## src/design/add_carry_counter_random_defines.svh

```systemverilog
// ---------------------------------------------------------------------------
// add_carry_counter_random assertion macros
// Shared property wrappers for the generator's concurrent checks.
// ---------------------------------------------------------------------------
`ifndef ADD_CARRY_COUNTER_RANDOM_DEFINES_SVH
`define ADD_CARRY_COUNTER_RANDOM_DEFINES_SVH

// same-cycle implication, disabled during reset
`define ACCR_ASSERT_SAME(label, clk, rst, ante, cons, msg) \
   label: assert property (@(posedge clk) disable iff (rst) (ante) |-> (cons)) \
      else $error(msg);

// next-cycle implication, disabled during reset
`define ACCR_ASSERT_NEXT(label, clk, rst, ante, cons, msg) \
   label: assert property (@(posedge clk) disable iff (rst) (ante) |=> (cons)) \
      else $error(msg);

`endif

```

## src/design/accr_pkg.sv

```systemverilog
// ---------------------------------------------------------------------------
// accr_pkg
// Types and seed table constants for the add-with-carry counter generator.
// ---------------------------------------------------------------------------
package accr_pkg;

   localparam int NumWords = 6;
   localparam int WordWidth = 32;

   typedef logic [WordWidth-1:0] word_type;
   typedef logic [NumWords-1:0][WordWidth-1:0] words_type;

   typedef enum logic {
      KindDraw = 1'b0,
      KindSeed = 1'b1
   } kind_type;

   localparam words_type BaseTable = '{
      0: 32'hF22D0E56,
      1: 32'h883126E9,
      2: 32'hC624DD2F,
      3: 32'h0702C49C,
      4: 32'h9E353F7D,
      5: 32'h6FDF3B64
   };

   typedef struct packed {
      words_type words;
      word_type  random_word;
   } step_result_type;

endpackage

```

## src/design/accr_step.sv

```systemverilog
// ---------------------------------------------------------------------------
// accr_step
// Next-state logic: reseed from the table, or add-with-carry chain plus
// ripple increment for a draw.
// ---------------------------------------------------------------------------
module accr_step (
   input  accr_pkg::words_type       state,
   input  accr_pkg::kind_type        kind,
   input  accr_pkg::word_type        seed_value,
   output accr_pkg::step_result_type result
);

   accr_pkg::words_type chain_words;
   accr_pkg::words_type inc_words;
   accr_pkg::words_type seed_words;

   // add chain: word4 gets w5+w4 with true carry, then 3..0 compare on old word
   always_comb begin
      accr_pkg::word_type run;
      logic carry;
      chain_words = state;
      run = state[5] + state[4];
      carry = (run < state[5]) || (run < state[4]);
      chain_words[4] = run;
      for (int k = 3; k >= 0; k--) begin
         run = run + state[k] + accr_pkg::word_type'(carry);
         carry = (run < state[k]);
         chain_words[k] = run;
      end
   end

   // ripple increment from word5 down
   always_comb begin
      logic inc;
      inc = 1'b1;
      for (int k = accr_pkg::NumWords - 1; k >= 0; k--) begin
         inc_words[k] = chain_words[k] + accr_pkg::word_type'(inc);
         inc = inc && (chain_words[k] == '1);
      end
   end

   always_comb begin
      for (int k = 0; k < accr_pkg::NumWords; k++) begin
         seed_words[k] = accr_pkg::BaseTable[k] + seed_value;
      end
   end

   always_comb begin
      if (kind == accr_pkg::KindSeed) begin
         result.words = seed_words;
      end else begin
         result.words = inc_words;
      end
      result.random_word = inc_words[0];
   end

endmodule

```

## src/design/add_carry_counter_random.sv

```systemverilog
// ---------------------------------------------------------------------------
// add_carry_counter_random
// Six-word add-with-carry pseudo-random generator with a ripple counter.
// ---------------------------------------------------------------------------
// Input stream (req_): one beat per item. req_tuser is the kind (0 draws a
// word, 1 reseeds); req_tdata is the seed, looked at only on a reseed.
// Output stream (rsp_): one beat per draw carrying the new word0; a reseed
// gives no output beat.
// An accepted beat waits in the input register until it advances; it is then
// applied to the state, and a draw's word is loaded into the rsp_ output
// register at that same edge.
// Throughput: one item per cycle while no draw waits on a stalled output
// beat. The whole update (five chained 32-bit adds and the increment ripple)
// sits between the input register and the state and output registers.
// Reset (synchronous, active high) clears all six state words to zero and
// empties the input and output registers.
// When the receiver stalls, the waiting output beat holds; reseeds still
// drain, and one further draw can sit in the input register before
// req_tready drops.
// ---------------------------------------------------------------------------
`include "add_carry_counter_random_defines.svh"

module add_carry_counter_random (
   input  logic        clock,
   input  logic        reset,
   input  logic        req_tvalid,
   output logic        req_tready,
   input  logic [31:0] req_tdata,   // [31:0] seed_value
   input  logic        req_tuser,   // [0] kind
   output logic        rsp_tvalid,
   input  logic        rsp_tready,
   output logic [31:0] rsp_tdata    // [31:0] random_word
);

   logic                      in_valid_ff, in_valid_in;
   accr_pkg::kind_type        in_kind_ff;
   accr_pkg::word_type        in_seed_ff;
   accr_pkg::words_type       state_ff;
   logic                      rsp_valid_ff, rsp_valid_in;
   accr_pkg::word_type        rsp_data_ff;
   accr_pkg::step_result_type step_result;
   logic                      out_blocked;
   logic                      advance;
   logic                      req_take;

   accr_step u_step (
      .state      (state_ff),
      .kind       (in_kind_ff),
      .seed_value (in_seed_ff),
      .result     (step_result)
   );

   assign out_blocked = rsp_valid_ff && !rsp_tready;
   assign advance = in_valid_ff && ((in_kind_ff == accr_pkg::KindSeed) || !out_blocked);
   assign req_tready = !in_valid_ff || advance;
   assign req_take = req_tvalid && req_tready;

   always_comb begin
      if (req_take) begin
         in_valid_in = 1'b1;
      end else if (advance) begin
         in_valid_in = 1'b0;
      end else begin
         in_valid_in = in_valid_ff;
      end
   end

   always_comb begin
      if (advance && (in_kind_ff == accr_pkg::KindDraw)) begin
         rsp_valid_in = 1'b1;
      end else if (rsp_tready) begin
         rsp_valid_in = 1'b0;
      end else begin
         rsp_valid_in = rsp_valid_ff;
      end
   end

   always_ff @(posedge clock) begin
      if (reset) begin
         in_valid_ff  <= 1'b0;
         rsp_valid_ff <= 1'b0;
         state_ff     <= '0;
      end else begin
         in_valid_ff  <= in_valid_in;
         rsp_valid_ff <= rsp_valid_in;
         if (advance) begin
            state_ff <= step_result.words;
         end
      end
   end

   always_ff @(posedge clock) begin
      if (req_take) begin
         in_kind_ff <= accr_pkg::kind_type'(req_tuser);
         in_seed_ff <= req_tdata;
      end
      if (advance && (in_kind_ff == accr_pkg::KindDraw)) begin
         rsp_data_ff <= step_result.random_word;
      end
   end

   assign rsp_tvalid = rsp_valid_ff;
   assign rsp_tdata  = rsp_data_ff;

   `ACCR_ASSERT_NEXT(a_draw_gives_beat, clock, reset,
      advance && (in_kind_ff == accr_pkg::KindDraw), rsp_valid_ff,
      "draw did not load an output beat")

   `ACCR_ASSERT_NEXT(a_seed_no_beat, clock, reset,
      advance && (in_kind_ff == accr_pkg::KindSeed) && !out_blocked, !rsp_valid_ff,
      "reseed produced an output beat")

   `ACCR_ASSERT_NEXT(a_word5_counts, clock, reset,
      advance && (in_kind_ff == accr_pkg::KindDraw),
      state_ff[5] == $past(state_ff[5]) + 32'd1,
      "word5 not incremented by a draw")

   `ACCR_ASSERT_NEXT(a_input_held, clock, reset,
      in_valid_ff && !advance, in_valid_ff,
      "pending input beat lost")

   `ACCR_ASSERT_SAME(a_stall_blocks_draw, clock, reset,
      in_valid_ff && (in_kind_ff == accr_pkg::KindDraw) && out_blocked, !advance,
      "draw advanced over a stalled output beat")

endmodule
```

## config.mk

```make
export PLATFORM = sky130hd
export DESIGN_NAME = add_carry_counter_random
export DESIGN_NICKNAME = d
export VERILOG_FILES = /design/src/design/accr_pkg.sv /design/src/design/accr_step.sv /design/src/design/add_carry_counter_random.sv
export VERILOG_INCLUDE_DIRS = /design/src /design/src/design
export SDC_FILE = /design/constraint.sdc
export NUM_CORES = 1
export LEC_CHECK = 0
export CORE_MARGIN = 10
export CORE_UTILIZATION = 45
export DETAILED_ROUTE_END_ITERATION = 10
export DONT_BUFFER_PORTS = 1
export GPL_TIMING_DRIVEN = 0
export SYNTH_ARGS = -nofsm -noshare
export SYNTH_HDL_FRONTEND = slang
export SYNTH_HIERARCHICAL = 1
export SYNTH_SLANG_ARGS = --single-unit
```

## constraint.sdc

```tcl
create_clock -name clock -period 37.1 [get_ports clock]
set_input_delay 7.42 -clock clock [delete_from_list [all_inputs] [get_ports clock]]
set_output_delay 7.42 -clock clock [all_outputs]
set_load 0.01 [all_outputs]
```

* Word level (Yosys, flattened, before mapping) *
Cells that the tools add are included.
W data, S select, Z words.

word-level totals
  input bits = 37
  output and inout port bits = 34
  bits in latches = 0
  flip-flop bits (word level) = 259
  memories kept = 0
  bits in read-only memories = 0
  word-level logic and storage cells = 64
  RAM bits = 0

operators by class
  reductions and logical operators = 16
  multiply operators = 0
  equality and inequality tests = 5
  bitwise operators = 1
  add/sub/neg operators = 21
  magnitude comparators = 5
  muxes and demuxes = 5
  shift-type cells = 0
  div/mod/pow operators = 0

operators with widths
  cell                      count
  $add A32 B1 Y32           9
  $mux W192                 1
  $add A32 B32 Y32          5
  $eq A32 B32 Y1 const B    5
  $lt A32 B32 Y1            5
  $add A32 B32 Y32 const A  4
  $add A27 B32 Y32 const A  1
  $add A31 B32 Y32 const A  1
  $add A32 B1 Y32 const B   1
  $logic_and A1 B1 Y1       8
  $mux W1                   4
  $reduce_bool A2 Y1        2
  $logic_not A1 Y1          3
  $logic_or A1 B1 Y1        3
  $not A1 Y1                1

* Longest topological paths before layout *
  word-level depth = 12
  depth in mapped cells = 104
  depth with buffers taken out = 104

* Modules after synthesis *
Netlist, hierarchy kept.

modules (own cells, without submodules)
  module                    sequential area each (µm²)  area each (µm²)  cells an instance  instances
  accr_step                 0.0                         21408.0          3177               1
  add_carry_counter_random  5835.6                      10627.7          910                1

* Worst setup path after synthesis *
No wires, ideal clock.

  path type = register to register
  start = register state_ff[168] in the netlist's numbering
  end = register state_ff[30] in the netlist's numbering
  arrival = 17.506 ns
  period minus slack after synthesis = 17.632 ns
  setup slack = 19.468 ns
  setup time = 0.126 ns
  buffers on the path = 0
  data required time = 36.974 ns
  cell stages (with the launch flop) = 95
  cell sequence = dfxtp_1 -> ha_1 -> a211o_1 -> a221o_1 -> a21oi_1 -> a31oi_1 -> and4b_1 -> nor3_1 -> inv_1 -> ha_1 -> a21o_1 -> a21o_1 -> a21o_1 -> a21o_1 -> a21o_1 -> a21o_1 -> a21oi_1 -> nand2_1 -> [... 59 more ...] -> a21oi_1 -> fa_1 -> ha_1 -> inv_1 -> fa_1 -> nor2b_1 -> o21a_1 -> o21ai_0 -> nor4b_1 -> o21ai_0 -> a211oi_1 -> nor4_1 -> o41ai_1 -> o21ai_0 -> xor2_1 -> mux2_2 -> nand2b_1 -> mux2i_1

RTL lines
  what                    line                            RTL
  start, declared         add_carry_counter_random.sv:38  accr_pkg::words_type state_ff;
  start signal, assigned  add_carry_counter_random.sv:87  state_ff <= step_result.words;

==> results_dict.tcl <==
set metrics [dict create \
    cts-hold-fix-buffers 0 \
    slowest_stage "o31ai_1" \
    rows 97 \
    ffs_latches_synth 259 \
    critPathMostFrequentCell "a21oi_1" \
    holdPathEnd "state_ff[13]" \
    worstSkewPairLatency_ns 0.57 \
    die-area_um2 82300 \
    gp_congestion 0.967 \
    worst_ep_arrival_time_ns 25.31 \
    drt_first_pass_iters 6 \
    power.share.switching_pct 47.0 \
    cts_max_path_buffers 3 \
    max_freq_ghz 0.0402 \
    power_leakage_nw 13.9 \
    status "complete, no violations" \
    fin_util_pct 49.0 \
    postRouteAntennaNets 0 \
    postCtsSetupBuffers 0 \
    finalWorstPathRequiredPeriod_ns 24.87 \
    share_seq_of_total_power_pct 21.3 \
    worstPathRequired_ns 37.54 \
    setup_ws_ns 12.23 \
    start_util_pct 45.6 \
    clk_root_buffer_cell "clkbuf_16" \
    synthesis.area_um2 32000 \
    worst_pin_slew_ns 1.36 \
    hold_path_start "state_ff[13]" \
    grt_start_max_net_pins 33 \
    timing.final.crit_share_pct 67.0 \
    grt_usage_pct 28.8 \
    cellPowerDensity_nw_per_um2 49.1 \
    route.final.wire_length_um 123000 \
    yosys_warnings 6 \
    yosys.cell_types.count 111 \
    crit_fanout 7 \
    peakVddDrop_mv 0.0986 \
    hold_depth 2 \
    report.power.total_w 0.00169 \
    cts.htree.levels 2 \
    setup-violations-final 0 \
    die_h_um 287 \
    worst_stage_delay_on_the_critical_path_ns 0.82 \
    drc_errors 0 \
    fin_nets 4529 \
    drv_cap 0 \
    clock_sinks 259 \
    slew_violations 0 \
    cts_made_buffers 34 \
    vias 29900 \
    power.switching_w 0.000793 \
    ff2ff_path_depth 94 \
    finClkSkew_ns 0.0344 \
    cts_tree "yes" \
    grt_first_pass_wirelength_um 181000 \
    path_clk_slew_ns 0.06 \
    timing.rr.end "state_ff[30]" \
    clock_power_share_pct 20.1 \
    boundaryPins 71 \
    place_worst_setup_slack_ns 12.66 \
    rr_startpoint "state_ff[168]" \
    tns_ns 0 \
    netlist_instances 4087 \
    numPortBuffers 0 \
    mostFrequentLayoutCell "nand2b_1" \
    synthesis_to_finish_area_growth_pct 7.39 \
    grt_setup_unrepaired "no" \
    mappedNetlistNets 4490 \
    antenna_found_initial 6 \
    wire_per_inst_um 24.1 \
    postSynthAreaPerCell_um2 7.84 \
    max_slew_margin_pct 9.27 \
    synth-edff-count 65 \
    final_hold_viol_count 0 \
    detailedPlacementHpwl_um 98700 \
    overflow 0 \
    cellInternalPower_w 0.000895 \
    register_area_share_after_synthesis_pct 18.2 \
    post_drt_via_cell_ratio 5.87 \
    final.hold.worst_slack_ns 0.474 \
    synthArstFlopShare_pct 0 \
    post_route_cells_drive_above_1_share_pct 4.55 \
    hold_path.class "flip-flop to flip-flop" \
    fp.dieW_um 287 \
    grt_pass1_vias 28500 \
    layout.cells.most_common_list "nand2b_1 (426), ha_1 (357), nand2_1 (289), xnor2_1 (280), inv_1 (264)" \
    first_iter_violations 2920 \
    worst-setup-path-type "flip-flop to flip-flop" \
    regToRegSetupSlack_ns 12.23 \
    yosys_most_used_dff "dfxtp_1" \
    worstSetupStartpointType "flip-flop" \
    pwr-share-comb_pct 58.6 \
    core_region_area_um2 70300 \
    post_cts_sizing 0 \
    critPathCaptureType "flip-flop" \
]
state kept, by name (all words and copies together), names as in the netlist:
signal	flops
rsp_tdata	32
rsp_tvalid	1
in_seed_ff	32
in_kind_ff	1
in_valid_ff	1
state_ff	192
synthesized netlist by cell type, types with 11 or more instances:
cell type | number | share of area (%)
and4_1 | 15 | 0.41
buf_2 | 18 | 0.28
and2_1 | 32 | 0.62
xor2_1 | 115 | 3.1
nor4_1 | 33 | 0.64
xnor2_1 | 280 | 7.7
o31a_1 | 11 | 0.30
nand4_1 | 67 | 1.3
mux2i_1 | 212 | 6.6
a21oi_1 | 229 | 3.6
a21o_1 | 101 | 2.4
nor2_1 | 218 | 2.6
o211ai_1 | 21 | 0.49
buf_1 | 12 | 0.14
nand2b_1 | 426 | 8.3
a31oi_1 | 31 | 0.61
buf_6 | 20 | 0.70
or3_1 | 27 | 0.53
and3_1 | 38 | 0.74
nor2b_1 | 50 | 0.98
nor3_1 | 79 | 1.2
inv_1 | 264 | 3.1
o21a_1 | 69 | 1.6
a211oi_1 | 32 | 0.75
o21ai_0 | 237 | 3.7
mux2_2 | 17 | 0.60
o21bai_1 | 29 | 0.68
nand2_1 | 289 | 3.4
or2_2 | 14 | 0.27
ha_1 | 357 | 14
nand3_1 | 106 | 1.7
edfxtp_1 | 65 | 6.1
o2111ai_1 | 14 | 0.38
a21boi_0 | 12 | 0.28
clkbuf_1 | 135 | 1.6
o31ai_1 | 18 | 0.42
dfxtp_1 | 194 | 12
per-stage QoR:
step	cell area [um^2]	std cells
3_5_place_dp	33300	5030
5_1_grt	34400	5092
2_1_floorplan	32000	4087
6_report	34400	5094
4_1_cts	34400	5091
3_3_place_gp	33200	5027
worst max-delay path, delay by kind of cell, from the launching register on:
kind / cells / cell delay (ns)
compound gates: 48 / 12.20
flops: 1 / 0.47
simple gates: 23 / 4.70
mux: 2 / 0.36
xor+xnor: 2 / 1.05
buf+inv: 5 / 0.98
fa+ha+maj: 14 / 4.94
layer usage:
metal  up-vias  routed length [um]  track usage [%]
li1      14500                   -                -
met1     14100               54500             37.9
met2      1026               53600             45.2
met3       239                7060             3.34
met4         2                7670             16.5
met5         -                  13                0
worst max-delay path by stage:
| stage | startpoint | endpoint | cells past startpoint |
|---|---|---|---|
| floorplan | state_ff[168] | state_ff[30] | 94 |
| global placement | state_ff[168] | state_ff[30] | 94 |
| detailed placement | state_ff[168] | state_ff[30] | 94 |
| CTS | state_ff[168] | state_ff[30] | 94 |
| global route | state_ff[168] | state_ff[30] | 94 |
| finish | state_ff[168] | state_ff[30] | 94 |
kinds of logic after synthesis:
kind of cell | synth area share [%]
AO/OA/AOI/OAI | 18.5
adder cells (fa/ha/maj) | 14.5
flip-flops | 18.2
XOR/XNOR | 11.0
buffers and inverters | 6.17
multiplexers | 7.22
AND/OR/NAND/NOR | 24.4
power by group through the flow:
stage                     clock network [W]  logic [W]  registers, W
final                              0.000339   0.000990      0.000359
after detailed placement                  0   0.000955      0.000365
after global placement                    0   0.000954      0.000366
after global routing               0.000354    0.00108      0.000363
after floorplan                           0   0.000673      0.000354
after CTS                          0.000344   0.000966      0.000360
final cells by class:
type / count / area (um^2)
Antenna cell: 3 / 7.51
Fill cell: 7008 / 35900
Timing Repair Buffer: 3 / 47.5
Clock inverter: 14 / 128
Multi-Input combinational cell: 3363 / 24300
Clock buffer: 47 / 971
Buffer: 194 / 961
Tap cell: 940 / 1180
Inverter: 271 / 1020
Sequential cell: 259 / 5840
No activity file was read; power rests on OpenSTA's default activity.
